==> src/rtl/wsd_pkg.sv <==
// ----------------------------------------------------------------------------
// wsd_pkg
// Shared types and constants of the WebSocket frame deframer.
// ----------------------------------------------------------------------------
package wsd_pkg;

	// Masking key size and the width of an index into it
	localparam int unsigned KEY_BYTES = 4;
	localparam int unsigned KEY_IDX_W = $clog2(KEY_BYTES);
	localparam int unsigned LEFT_W    = 4;

	// Seven-bit length codes that announce an extended length
	localparam logic [6:0] LEN_CODE_16 = 7'h7E;
	localparam logic [6:0] LEN_CODE_64 = 7'h7F;

	// Extended length sizes in bytes
	localparam logic [LEFT_W-1:0] EXT_BYTES_16 = LEFT_W'(2);
	localparam logic [LEFT_W-1:0] EXT_BYTES_64 = LEFT_W'(8);

	// Per-item status codes carried on tuser
	typedef logic [1:0] status_t;
	localparam status_t ST_HEADER    = 2'd0;
	localparam status_t ST_HDR_DATA  = 2'd1;
	localparam status_t ST_PAYLOAD   = 2'd2;
	localparam status_t ST_HDR_EMPTY = 2'd3;

	// Output tdata layout, lowest bit first
	localparam int unsigned TDATA_FIELDS_W = 8 + 1 + 3 + 4 + 1 + 64;
	localparam int unsigned TDATA_W        = ((TDATA_FIELDS_W + 7) / 8) * 8;

endpackage

==> src/rtl/websocket_frame_deframer.sv <==
// ----------------------------------------------------------------------------
// websocket_frame_deframer
// Parses a WebSocket byte stream, unmasks payload bytes and reports one
// status item per input byte.
// ----------------------------------------------------------------------------
// Path: the input register takes the byte at the accept edge; one parse pass
//   then loads the output register once that register is empty or taken.
// Throughput: 1 byte per cycle while the output is not stalled; the parse
//   state update is a single pass.
// Reset: arst_n clears the parse state and both valid flags at once; the
//   masking key registers are not reset.
module websocket_frame_deframer
	import wsd_pkg::*;
(
	input  logic               clk,
	input  logic               arst_n,
	// input stream
	input  logic               s_axis_tvalid,
	output logic               s_axis_tready,
	input  logic [7:0]         s_axis_tdata,   // [7:0] in_byte
	// output stream
	output logic               m_axis_tvalid,
	input  logic               m_axis_tready,
	output logic [TDATA_W-1:0] m_axis_tdata,   // [7:0] data_out, [8] fin_flag,
	                                           // [11:9] reserved_bits,
	                                           // [15:12] opcode, [16] is_masked,
	                                           // [80:17] payload_length, zero pad
	output logic [1:0]         m_axis_tuser,   // [1:0] status
	output logic               m_axis_tlast    // frame_end
);

	// Parse phases
	localparam logic [2:0] PH_FIRST   = 3'd0;
	localparam logic [2:0] PH_SECOND  = 3'd1;
	localparam logic [2:0] PH_EXTLEN  = 3'd2;
	localparam logic [2:0] PH_KEY     = 3'd3;
	localparam logic [2:0] PH_PAYLOAD = 3'd4;

	// Input register
	logic       valid_s1;
	logic [7:0] byte_s1;

	// Parse state
	logic [2:0]           phase_q;
	logic [7:0]           first_q;
	logic                 masked_q;
	logic [LEFT_W-1:0]    left_q;
	logic [63:0]          len_q;
	logic [63:0]          rem_q;
	logic [KEY_IDX_W-1:0] pidx_q;
	logic [7:0]           key_q [KEY_BYTES];

	// Output register
	logic       out_valid_q;
	status_t    out_status_q;
	logic [7:0] out_data_q;
	logic [7:0] out_first_q;
	logic       out_masked_q;
	logic [63:0] out_len_q;
	logic       out_end_q;

	// Next-state values
	logic [2:0]           phase_n;
	logic [7:0]           first_n;
	logic                 masked_n;
	logic [LEFT_W-1:0]    left_n;
	logic [63:0]          len_n;
	logic [63:0]          rem_n;
	logic [KEY_IDX_W-1:0] pidx_n;
	status_t              status_n;
	logic [7:0]           data_n;
	logic                 end_n;
	logic                 key_we;
	logic [KEY_IDX_W:0]   key_pos;
	logic                 do_after;
	logic                 do_close;

	// Handshake: output register frees when empty or taken
	logic out_free;
	logic fire_s1;

	assign out_free      = !out_valid_q || m_axis_tready;
	assign fire_s1       = valid_s1 && out_free;
	assign s_axis_tready = !valid_s1 || out_free;

	// Input register
	always_ff @(posedge clk or negedge arst_n) begin
		if (!arst_n) begin
			valid_s1 <= 1'b0;
		end else if (s_axis_tready) begin
			valid_s1 <= s_axis_tvalid;
		end
	end

	always_ff @(posedge clk) begin
		if (s_axis_tvalid && s_axis_tready) begin
			byte_s1 <= s_axis_tdata;
		end
	end

	// Key slot addressed while collecting the masking key
	assign key_pos = (KEY_IDX_W+1)'(KEY_BYTES) - (KEY_IDX_W+1)'(left_q);

	// Parse pass for the byte in the input register
	always_comb begin
		phase_n  = phase_q;
		first_n  = first_q;
		masked_n = masked_q;
		left_n   = left_q;
		len_n    = len_q;
		rem_n    = rem_q;
		pidx_n   = pidx_q;
		status_n = ST_HEADER;
		data_n   = byte_s1;
		end_n    = 1'b0;
		key_we   = 1'b0;
		do_after = 1'b0;
		do_close = 1'b0;

		unique case (phase_q)
			PH_SECOND: begin
				masked_n = byte_s1[7];
				len_n    = '0;
				if (byte_s1[6:0] == LEN_CODE_16) begin
					left_n  = EXT_BYTES_16;
					phase_n = PH_EXTLEN;
				end else if (byte_s1[6:0] == LEN_CODE_64) begin
					left_n  = EXT_BYTES_64;
					phase_n = PH_EXTLEN;
				end else begin
					len_n    = 64'(byte_s1[6:0]);
					do_after = 1'b1;
				end
			end
			PH_EXTLEN: begin
				len_n  = {len_q[55:0], byte_s1};
				left_n = (left_q == '0) ? '0 : left_q - LEFT_W'(1);
				if (left_n == '0) begin
					do_after = 1'b1;
				end
			end
			PH_KEY: begin
				key_we = (key_pos < (KEY_IDX_W+1)'(KEY_BYTES));
				left_n = (left_q == '0) ? '0 : left_q - LEFT_W'(1);
				if (left_n == '0) begin
					do_close = 1'b1;
				end
			end
			PH_PAYLOAD: begin
				if (masked_q) begin
					data_n = byte_s1 ^ key_q[pidx_q];
				end
				pidx_n   = pidx_q + KEY_IDX_W'(1);
				rem_n    = rem_q - 64'd1;
				status_n = ST_PAYLOAD;
				if (rem_q == 64'd1) begin
					end_n   = 1'b1;
					phase_n = PH_FIRST;
				end
			end
			default: begin
				first_n  = byte_s1;
				masked_n = 1'b0;
				left_n   = '0;
				len_n    = '0;
				pidx_n   = '0;
				phase_n  = PH_SECOND;
			end
		endcase

		// Length known: collect the key, or finish the header
		if (do_after && masked_n) begin
			left_n  = LEFT_W'(KEY_BYTES);
			phase_n = PH_KEY;
		end else if (do_after || do_close) begin
			if (len_n == '0) begin
				end_n    = 1'b1;
				phase_n  = PH_FIRST;
				status_n = ST_HDR_EMPTY;
			end else begin
				pidx_n   = '0;
				rem_n    = len_n;
				phase_n  = PH_PAYLOAD;
				status_n = ST_HDR_DATA;
			end
		end
	end

	// Parse state registers
	always_ff @(posedge clk or negedge arst_n) begin
		if (!arst_n) begin
			phase_q  <= PH_FIRST;
			first_q  <= '0;
			masked_q <= 1'b0;
			left_q   <= '0;
			len_q    <= '0;
			rem_q    <= '0;
			pidx_q   <= '0;
		end else if (fire_s1) begin
			phase_q  <= phase_n;
			first_q  <= first_n;
			masked_q <= masked_n;
			left_q   <= left_n;
			len_q    <= len_n;
			rem_q    <= rem_n;
			pidx_q   <= pidx_n;
		end
	end

	// Masking key store, written as key bytes arrive
	always_ff @(posedge clk) begin
		if (fire_s1 && key_we) begin
			key_q[key_pos[KEY_IDX_W-1:0]] <= byte_s1;
		end
	end

	// Output register
	always_ff @(posedge clk or negedge arst_n) begin
		if (!arst_n) begin
			out_valid_q <= 1'b0;
		end else if (out_free) begin
			out_valid_q <= valid_s1;
		end
	end

	always_ff @(posedge clk) begin
		if (fire_s1) begin
			out_status_q <= status_n;
			out_data_q   <= data_n;
			out_first_q  <= first_n;
			out_masked_q <= masked_n;
			out_len_q    <= (status_n == ST_HEADER) ? 64'd0 : len_n;
			out_end_q    <= end_n;
		end
	end

	// Output packing
	assign m_axis_tvalid = out_valid_q;
	assign m_axis_tuser  = out_status_q;
	assign m_axis_tlast  = out_end_q;
	assign m_axis_tdata  = TDATA_W'({out_len_q, out_masked_q, out_first_q[3:0],
	                                 out_first_q[6:4], out_first_q[7], out_data_q});

endmodule

==> config.mk <==
export PLATFORM = sky130hd
export DESIGN_NAME = websocket_frame_deframer
export DESIGN_NICKNAME = d
export VERILOG_FILES = /design/src/rtl/wsd_pkg.sv /design/src/rtl/websocket_frame_deframer.sv
export SDC_FILE = /design/constraint.sdc
export NUM_CORES = 1
export LEC_CHECK = 0
export ABC_AREA = 1
export BUFFER_PORTS_ARGS = -buffer_cell sky130_fd_sc_hd__buf_2
export CAP_MARGIN = 20
export CORE_UTILIZATION = 41
export CTS_CLUSTER_SIZE = 12
export DETAILED_ROUTE_END_ITERATION = 7
export PLACE_DENSITY = 0.62
export SYNTH_ARGS = -nofsm -noshare
export SYNTH_HDL_FRONTEND = slang
export SYNTH_SLANG_ARGS = --single-unit
==> constraint.sdc <==
create_clock -name clk -period 4.6 [get_ports clk]
set_input_delay 1.38 -clock clk [delete_from_list [all_inputs] [get_ports clk]]
set_output_delay 1.38 -clock clk [all_outputs]
set_load 0.005 [all_outputs]
=== After elaboration in Yosys (flattened, before gate mapping) ===
Memories as Yosys holds them, arrays and structs flattened.
Index checks and enable logic that the tools add are counted.

* Bits in registers: 240
* RAM bits: 32
* Input bits: 12
* Output and inout port bits: 93
* Word-level logic and storage cells: 99
* Memories: 1

* $add $sub $neg: 4
* Order comparisons: 1
* Equality and inequality tests: 12
* Muxes and demuxes: 44
* Bitwise operators: 1
* Reduce and logical (&&, ||, !) cells: 20

{| class="wikitable"
|+ Memories
! memory !! depth !! width !! rd ports !! clocked after memory_dff !! write ports !! RTL line !! RTL
|-
| key_q || 4 || 8 || 1 || 0 || 1 || websocket_frame_deframer.sv:51 || <nowiki>logic [7:0] key_q [KEY_BYTES];</nowiki>
|}

{| class="wikitable"
|+ Operators with widths
! kind !! count
|-
| $mux 64 || 4
|-
| $pmux 64 s3 || 1
|-
| $eq 64x1->1 const B || 1
|-
| $logic_not 64->1 || 1
|-
| $sub 64x1->64 const B || 1
|-
| $mux 8 || 3
|-
| $mux 3 || 6
|-
| $mux 4 || 4
|-
| $eq 7x7->1 const B || 2
|-
| $mux 2 || 7
|-
| $mux 7 || 2
|-
| $mux 1 || 12
|-
| $pmux 4 s3 || 1
|-
| $pmux 3 s3 || 1
|-
| $logic_not 4->1 || 2
|-
| $ne 4x4->1 const B || 2
|-
| $xor 8x8->8 || 1
|-
| $eq 3x2->1 const B || 2
|-
| $reduce_or 3->1 || 2
|-
| $ne 5x5->1 const B || 1
|-
| $logic_and 1x1->1 || 4
|-
| $pmux 1 s2 || 2
|-
| $pmux 2 s2 || 1
|-
| $reduce_and 4->1 || 1
|-
| other kinds (14) || 18
|}

=== Longest topological paths before layout ===
Gate-level depths: netlist of run 1.

* Depth in word-level cells: 9
* Gate-level depth with buffers: 20
* Depth with buffers taken out: 16

=== Least setup slack after synthesis of run 1 ===
Ideal clock, no wire load.

* Path kind: input -> register
* From: input port m_axis_tready
* To: register out_end_q (netlist: m_axis_tlast), enable pin
* Library setup time: 481 ps
* Arrival: 4,264 ps
* Data required time: 4,119 ps
* Path slack: -145 ps
* Cell stages on the path: 5
* Buffers on the path: 1
* Cell sequence: inv_1 > nand2_1 > nand2_1 > inv_2 > buf_1

* Cells in the longest elaborated chain, start to end: 2

{| class="wikitable"
|+ RTL lines
! item !! RTL line !! RTL
|-
| from (decl) || websocket_frame_deframer.sv:23 || <nowiki>input logic m_axis_tready,</nowiki>
|-
| $logic_or 1x1->1 || websocket_frame_deframer.sv:82 || <nowiki>assign out_free = !out_valid_q || m_axis_tready;</nowiki>
|-
| $logic_and 1x1->1 || websocket_frame_deframer.sv:83 || <nowiki>assign fire_s1 = valid_s1 && out_free;</nowiki>
|-
| via fire_s1 || websocket_frame_deframer.sv:80 || <nowiki>logic fire_s1;</nowiki>
|-
| to (signal assigned) || websocket_frame_deframer.sv:233 || <nowiki>out_end_q <= end_n;</nowiki>
|-
| to (decl) || websocket_frame_deframer.sv:60 || <nowiki>logic out_end_q;</nowiki>
|}

The timed path passes the listed nets, and every way through them passes these cells.
A chain may end at the register's enable or synchronous reset.

=== Worst setup path in the final report of run 1 ===
* From: register phase_q[2]
* To: register pidx_q[0]

* Cells in the longest elaborated chain, start to end: 7
* Elaborated cells between the ends (all ways): 18
* Those cells by class: 4 x eq/ne; 8 x mux; 6 x reduce/logical

{| class="wikitable"
|+ RTL lines
! item !! RTL line !! RTL
|-
| from (decl) || websocket_frame_deframer.sv:44 || <nowiki>logic [2:0] phase_q;</nowiki>
|-
| from (signal assigned) || websocket_frame_deframer.sv:200 || <nowiki>phase_q <= phase_n;</nowiki>
|-
| $eq 3x3->1 or $eq 3x2->1 (tied branches) || websocket_frame_deframer.sv:120 || <nowiki>unique case (phase_q)</nowiki>
|-
| $reduce_or 2->1 (no source line) || n/a ||
|-
| $pmux 64 s3 || websocket_frame_deframer.sv:120 ||
|-
| $logic_not 64->1 || websocket_frame_deframer.sv:176 || <nowiki>if (len_n == '0) begin</nowiki>
|-
| $mux 2 || websocket_frame_deframer.sv:176 ||
|-
| $mux 2 || websocket_frame_deframer.sv:175 || <nowiki>end else if (do_after || do_close) begin</nowiki>
|-
| $mux 2 (*) || websocket_frame_deframer.sv:172 || <nowiki>if (do_after && masked_n) begin</nowiki>
|-
| to (signal assigned) || websocket_frame_deframer.sv:206 || <nowiki>pidx_q <= pidx_n;</nowiki>
|-
| to (decl) || websocket_frame_deframer.sv:50 || <nowiki>logic [KEY_IDX_W-1:0] pidx_q;</nowiki>
|}

Every way passes the cells marked *; elsewhere a longest branch is shown, timed or not.

==> flow_summary_export.csv, run 1 <==
group,metric,value,unit
run_status,status,"finished clean",
worst_setup_path,crit_path_end_kind,"flop",
sta,drv_slew,0,
sta,hold_violations,0,
worst_setup_path,crit_chain,"inv_2, nand3_1, nand2_2, buf_4, nand2_1, nand2_1, nor2_1, nand2_1, nor2_1, nand2_1, nor2_2, nand3_4, nand2_2, nand2_2, o22ai_1",
route,dr.pass1.iters,5,
sta,relSlewSlack,42.3,%
logic_synthesis,ys_ff_latch,272,
floorplan,io_pins,105,
sta,skew,0.0176,ns
global_routing,grt_max_degree,94,
logic_synthesis,syn_area,14100,um2
clocking,clk_path_buf_depth,3,
worst_setup_path,slowest_delay,0.50,ns
worst_setup_path,crit_top_cell,"nand2_1",
layout,fill_cells,3325,
logic_synthesis,synth_ff_type,"dfrtp_1",
floorplan,die_y,188,um
global_routing,grt_use_met2,39.5,%
logic_synthesis,synth_top_family_by_area,"simple AND/OR/NAND/NOR gates",
clocking,cts_made_buffers,30,
global_routing,busiest_layer,"met2",
logic_synthesis,synthMuxAreaShare,0.0797,%
layout,areaGrowthSynthToFinish,13.5,%
layout,final_nets,1857,
logic_synthesis,yosys.area_share.simple,29.3,%
route,antenna_left,0,
floorplan,initial_core_util,41.9,%
logic_synthesis,avgSynthCellArea,8.00,um2
floorplan,num_rows,67,
worst_setup_path,crit_arrival,3.95,ns
logic_synthesis,netlist_instances,1766,
place,gp_congestion,0.935,
sta,hold_slack,0.486,ns
logic_synthesis,ys_seq_area_share,52.5,%
layout,drive_gt1_share,10.5,%
route,routed_wl,41300,um
power_and_ir_drop,p_per_area,613,nW/um2
global_routing,grt_use_met3,3.09,%
logic_synthesis,post-synth-top-area-cell,"edfxtp_1",
worst_setup_path,worstPathRequired,5.05,ns
worst_setup_path,crit_type,"reg2reg",
logic_synthesis,synth_warnings,0,
power_and_ir_drop,ir_worst_vdd,0.449,mV
sta,period_share,76.1,%
logic_synthesis,synth.area.top_cells,"edfxtp_1 (26%), dfrtp_1 (26%), nand2_1 (15%)",
logic_synthesis,synth_edf_count,124,
logic_synthesis,yosysUniqueCellTypes,43,
worst_hold_path,hold_class,"reg2reg",
logic_synthesis,async_reset_ff_share,54.4,%
sta,tightest_slew,0.866,ns
route,drc,0,
layout,ff_latch_area,7430,um2
logic_synthesis,synth_fa_ha_area_share,0.177,%
place,port_buffers,97,
global_routing,grt_pass1_vias,11600,
route,drt_iter0_drc,1124,
route,detail_route.wl_per_cell,17.9,um
worst_setup_path,path_max_fanout,24,
clocking,cts-resized-gates,0,
layout,insertedDiodeCount,0,
sta,fin_setup_tns,0,ns
clocking,cts_tree,"yes",
route,via_count,12100,
worst_setup_path,critical_path.slowest_cell,"dfrtp_1",
clocking,clk_pin_slew,0.06,ns
run,drv_cap,0,
global_routing,antenna_found_initial,0,
clocking,clk-insertion-delay-late,0.57,ns
logic_synthesis,synth_compound_area_share,6.69,%
worst_setup_path,startpoint_type,"flop",
floorplan,die_x,188,um
power_and_ir_drop,finalPower,9830,uW
global_routing,grtUsageMet1,30.5,%
sta,setup_viol,0,
clocking,cts_root_buf,"clkbuf_16",
logic_synthesis,synth_top_area_share,26.3,%
floorplan,dieArea,35200,um2
place,place_hpwl,29500,um
sta,rsz0062_at_grt,"false",
global_routing,grt_use_total,23.6,%
floorplan,coreArea,33700,um2
layout,multiInputGateArea,5730,um2
sta,layout_min_cycle_time,3.50,ns
clocking,cts.sinks,272,
clocking,htreeDepth,1,
logic_synthesis,synth_xor_area_share,3.97,%
global_routing,overflow,0,
power_and_ir_drop,leakage,0.00742,uW
sta,max_freq,286,MHz
clocking,cts_setup_buffers,0,
route,avgViaCountPerCell,5.21,
clocking,ctsHoldBuffers,0,
global_routing,grt_pass1_wl,65200,um
[final cells by class]
cell class,instances,area share (%)
Sequential cell,272,46.3
Inverter,159,3.75
Timing Repair Buffer,121,4.34
Multi-Input combinational cell,1259,35.7
Tap cell,448,3.49
Clock inverter,10,0.951
Clock buffer,46,5.44
[critical path: cells and delay by family, from the launching register on]
family | cells | cell delay, ns
compound gates | 1 | 0.31
buf+inv | 2 | 0.45
flops | 1 | 0.50
simple gates | 12 | 2.11
[metal layers]
metal / vias to the layer above / wire length [um] / part of all wire [%]
li1: 5811 / - / -
met1: 5722 / 17500 / 42
met2: 419 / 19800 / 48
met3: 101 / 2250 / 5.4
met4: 0 / 1800 / 4.4
met5: - / 0 / 0
[synth_stat cells, types with 2 or more instances]
master / count
dfrtp_1: 148
inv_2: 4
inv_1: 154
xnor2_1: 22
nor3_1: 22
edfxtp_1: 124
nor2_2: 2
ha_1: 2
a22oi_1: 6
clkbuf_1: 34
a21oi_1: 16
o21ai_0: 118
nand2_1: 579
a21oi_2: 10
buf_4: 12
o21ai_1: 3
xor2_1: 42
nand2_4: 2
buf_2: 19
buf_1: 11
a22oi_2: 2
nand3_1: 131
o22ai_1: 10
nand3b_1: 4
nor4_1: 6
nand2_2: 3
nand4_1: 19
buf_6: 6
nor2_1: 241
[sequential cells by signal, indices dropped and copies added (netlist names)]
| register | flops |
|---|---|
| len_q | 64 |
| out_len_q | 64 |
| rem_q | 64 |
| key_q | 32 |
| byte_s1 | 8 |
| first_q | 8 |
| out_data_q | 8 |
| out_first_q | 8 |
| left_q | 4 |
| phase_q | 3 |
| m_axis_tuser | 2 |
| pidx_q | 2 |
| m_axis_tlast | 1 |
| m_axis_tvalid | 1 |
| masked_q | 1 |
| out_masked_q | 1 |
| valid_s1 | 1 |
[power breakdown]
group	internal, uW	total (uW)	switching (uW)
clock	1520	2520	999
sequential	3060	3520	462
combinational	1130	3780	2650
[cells in the final DEF (no fill, tap or decap), types with 19 or more instances in the layout]
cell and count:
buf_4 22, dfrtp_1 148, nand2_1 578, xnor2_1 22, o21ai_0 118, nor3_1 22
edfxtp_1 124, buf_2 96, inv_1 154, nor2_1 239, xor2_1 42, nand4_1 19
clkbuf_16 31, nand3_1 131
[logic make-up after synthesis]
kind of cell               count (synthesis)
adders and majority gates                  2
other                                      1
buffers and inverters                    241
AOI/OAI and AO/OA                        170
xor gates and xnor gates                  64
muxes                                      1
DFF                                      272
and+or+nand+nor                         1015
[path summary, 6_finish.rpt]
kind	startpoint	to	slack, ns	cells after the start
worst max-delay path	phase_q[2]	pidx_q[0]	1.10	15
worst min-delay path	len_q[62]	len_q[62]	0.49	2
worst max register to register	phase_q[2]	pidx_q[0]	1.10	15
worst min register to register	len_q[62]	len_q[62]	0.49	2
max in group asynchronous	arst_n	rem_q[17]	2.97	2
min in group asynchronous	arst_n	first_q[6]	0.73	1
[stage by stage]
step                utilization [%]  area, um2  cells  setup WS (ns)
finish                         47.6      16000   2315           1.10
global route                   47.6      16000   2315          0.821
CTS                            47.6      16000   2314           1.16
detailed placement             44.5      15000   2258           1.16
global placement               44.5      15000   2258           1.23
floorplan                         -      14200   1772        0.00429
Note: power is estimated with default switching activity, not from simulation.
==> run 2, diff against run 1 <==
Settings changed: ABC_AREA 1 to 0, PLACE_DENSITY 0.62 to 0.64.
Clock period 4.6 ns to 2.9 ns, I/O delays scaled along.
==> flow_summary_export.csv, run 2 <==
group,metric,value,unit
sta,hold_violations,0,
logic_synthesis,synth_top_area_share,28.1,%
clocking,clk_pin_slew,0.06,ns
worst_setup_path,path_max_fanout,27,
place,pre_cts_ws,-0.375,ns
sta,drv_slew,0,
route,antenna_left,0,
layout,drive_gt1_share,29.1,%
route,avgViaCountPerCell,6.03,
power_and_ir_drop,leakage,0.00723,uW
clocking,cts_made_buffers,29,
global_routing,grt_use_met3,3.49,%
sta,layout_min_cycle_time,2.92,ns
power_and_ir_drop,internal_power,6590,uW
sta,skew,0.0235,ns
place,place_hpwl,30000,um
layout,areaGrowthSynthToFinish,28.7,%
sta,rsz0062_at_grt,"true",
power_and_ir_drop,p_comb_share,11.2,%
logic_synthesis,async_reset_ff_share,54.4,%
route,dr.pass1.iters,8,
sta,tightest_slew,0.724,ns
sta,layout_setup_ws,-0.0203,ns
power_and_ir_drop,netSwitchingFraction,25.0,%
logic_synthesis,syn_area,13200,um2
logic_synthesis,synth_warnings,0,
clocking,cts_tree,"yes",
global_routing,grtUsageMet1,35.4,%
floorplan,initial_core_util,41.9,%
logic_synthesis,ys_ff_latch,272,
floorplan,die_x,182,um
place,port_buffers,97,
worst_setup_path,crit_arrival,3.30,ns
logic_synthesis,ys_seq_area_share,56.1,%
logic_synthesis,synth.area.top_cells,"edfxtp_1 (28%), dfrtp_1 (28%), a22oi_1 (4.0%)",
global_routing,grt_use_met2,39.4,%
run_status,violations,"DRC, setup timing",
sta,relSlewSlack,51.7,%
power_and_ir_drop,p_per_area,516,nW/um2
logic_synthesis,synth_edf_count,124,
layout,final_nets,1495,
logic_synthesis,ys_top_cells_by_count,"dfrtp_1 (148), nand2_1 (126), edfxtp_1 (124), nor2_1 (114), o21ai_0 (103)",
logic_synthesis,avgSynthCellArea,10.8,um2
worst_setup_path,worstPathRequired,3.28,ns
clocking,cts.sinks,272,
layout,insertedDiodeCount,0,
layout,layout_common_cells,"buf_4 (175), dfrtp_1 (148), edfxtp_1 (124)",
global_routing,antenna_found_initial,0,
layout,fill_cells,2692,
run_status,status,"finished with violations",
route,drt_iter0_drc,1331,
floorplan,io_pins,105,
layout,mostFrequentLayoutCell,"buf_4",
global_routing,grt_pass1_vias,10900,
logic_synthesis,yosys.cell_count.top_type,"dfrtp_1",
route,drc,2,
run,drv_cap,0,
global_routing,grt_max_degree,81,
logic_synthesis,synth_ff_type,"dfrtp_1",
clocking,htreeDepth,1,
worst_setup_path,crit_type,"reg2reg",
floorplan,dieArea,33000,um2
power_and_ir_drop,seqPwrFrac,49.8,%
worst_setup_path,startpoint_type,"flop",
floorplan,num_rows,65,
power_and_ir_drop,power.switching,2200,uW
floorplan,die_y,182,um
clocking,clk_path_buf_depth,3,
sta,period_share,101,%
worst_setup_path,reg2reg_depth,14,
logic_synthesis,netlist_instances,1231,
clocking,cts_root_buf,"clkbuf_16",
sta,setup_viol,9,
route,detail_route.wl_per_cell,22.2,um
worst_setup_path,crit_top_cell,"buf_4",
worst_setup_path,slowest_delay,0.41,ns
layout,final_cell_area,17000,um2
global_routing,grt_use_total,25.1,%
sta,fin_setup_tns,-0.0690,ns
sta,hold_slack,0.261,ns
worst_setup_path,crit_path_end_kind,"flop",
worst_hold_path,hold_class,"in2async",
worst_setup_path,critical_path.slowest_cell,"dfrtp_1",
floorplan,coreArea,31600,um2
power_and_ir_drop,ir_worst_vdd,0.360,mV
route,via_count,11500,
power_and_ir_drop,clockPowerShare,39.0,%
worst_setup_path,crit_chain,"buf_12, buf_4, nor3b_2, buf_4, buf_4, nor2_4, a31oi_1, and4bb_2, and3_4, buf_6, a21oi_4, buf_12, buf_4, o22ai_1",
clocking,clk-insertion-delay-late,0.55,ns
global_routing,overflow,0,
global_routing,busiest_layer,"met2",
route,routed_wl,42300,um
logic_synthesis,post-synth-top-area-cell,"edfxtp_1",
logic_synthesis,yosysUniqueCellTypes,80,
layout,reg.largest.list,"len_q (64), out_len_q (64), rem_q (64)",
place,gp_congestion,0.947,
global_routing,grt_pass1_wl,64200,um
place,place_area,15500,um2
sta,max_freq,342,MHz
run 2: critical path, delay by kind of cell, from the launching register on:
| kind | cells | cell delay, ns |
|---|---|---|
| DFF | 1 | 0.41 |
| buffers and inverters | 7 | 1.06 |
| and+or+nand+nor | 4 | 0.72 |
| AOI/OAI and AO/OA | 3 | 0.56 |
run 2: logic make-up (layout without fill, tap and decap cells):
family                   Yosys count  in the layout  share of synthesized area (%)
other                              1              7                         0.0283
AND/OR/NAND/NOR                  467            467                           18.6
XOR/XNOR                          13             13                          0.860
multiplexers                      29             29                           3.07
flip-flops                       272            272                           56.1
adder cells (fa/ha/maj)            2              2                          0.189
buffers and inverters            112            378                           3.84
AO/OA/AOI/OAI                    335            335                           17.3
run 2: power groups by stage:
stage / Combinational [uW] / Sequential, uW / Clock, uW
6_report: 983 / 4370 / 3430
3_3_place_gp: 921 / 4430 / 0
2_1_floorplan: 546 / 4400 / 0
4_1_cts: 954 / 4370 / 3470
5_1_grt: 1060 / 4390 / 3630
3_5_place_dp: 939 / 4440 / 0
run 2: cell type report:
type | instances | area (um2) | area share [%]
Clock inverter | 11 | 80.1 | 0.470
Sequential cell | 272 | 7430 | 43.6
Multi-Input combinational cell | 853 | 5840 | 34.3
Timing Repair Buffer | 300 | 2320 | 13.6
Clock buffer | 42 | 774 | 4.54
Tap cell | 402 | 503 | 2.95
Inverter | 25 | 97.6 | 0.573
run 2: metal layers:
metal	share of wire [%]	vias to the layer above
met3	7.4	106
met2	46	530
li1	-	5182
met1	43	5669
met5	0	-
met4	3.9	0
run 2: through the flow:
step	std cells	total power [uW]	util, %
2_1_floorplan	1237	4950	-
3_3_place_gp	1839	5360	49.1
3_5_place_dp	1839	5380	49.1
4_1_cts	1892	8800	52.5
5_1_grt	1905	9090	53.9
6_report	1905	8790	53.9
run 2: final timing paths:
path                            start         end  slack, ns
max reg2reg                phase_q[0]   pidx_q[1]      -0.02
max                        phase_q[0]   pidx_q[1]      -0.02
min reg2reg                first_q[1]  first_q[1]       0.48
min                            arst_n   rem_q[16]       0.26
max in group asynchronous      arst_n   rem_q[55]       1.83
min in group clk           first_q[1]  first_q[1]       0.48
run 2: timing repair:
action,in CTS,in global routing
endpoints found under the setup margin,64,108
resized for setup,38,60
pin swaps,5,16
gates cloned,0,3
setup buffers,0,9
hold buffers,0,0
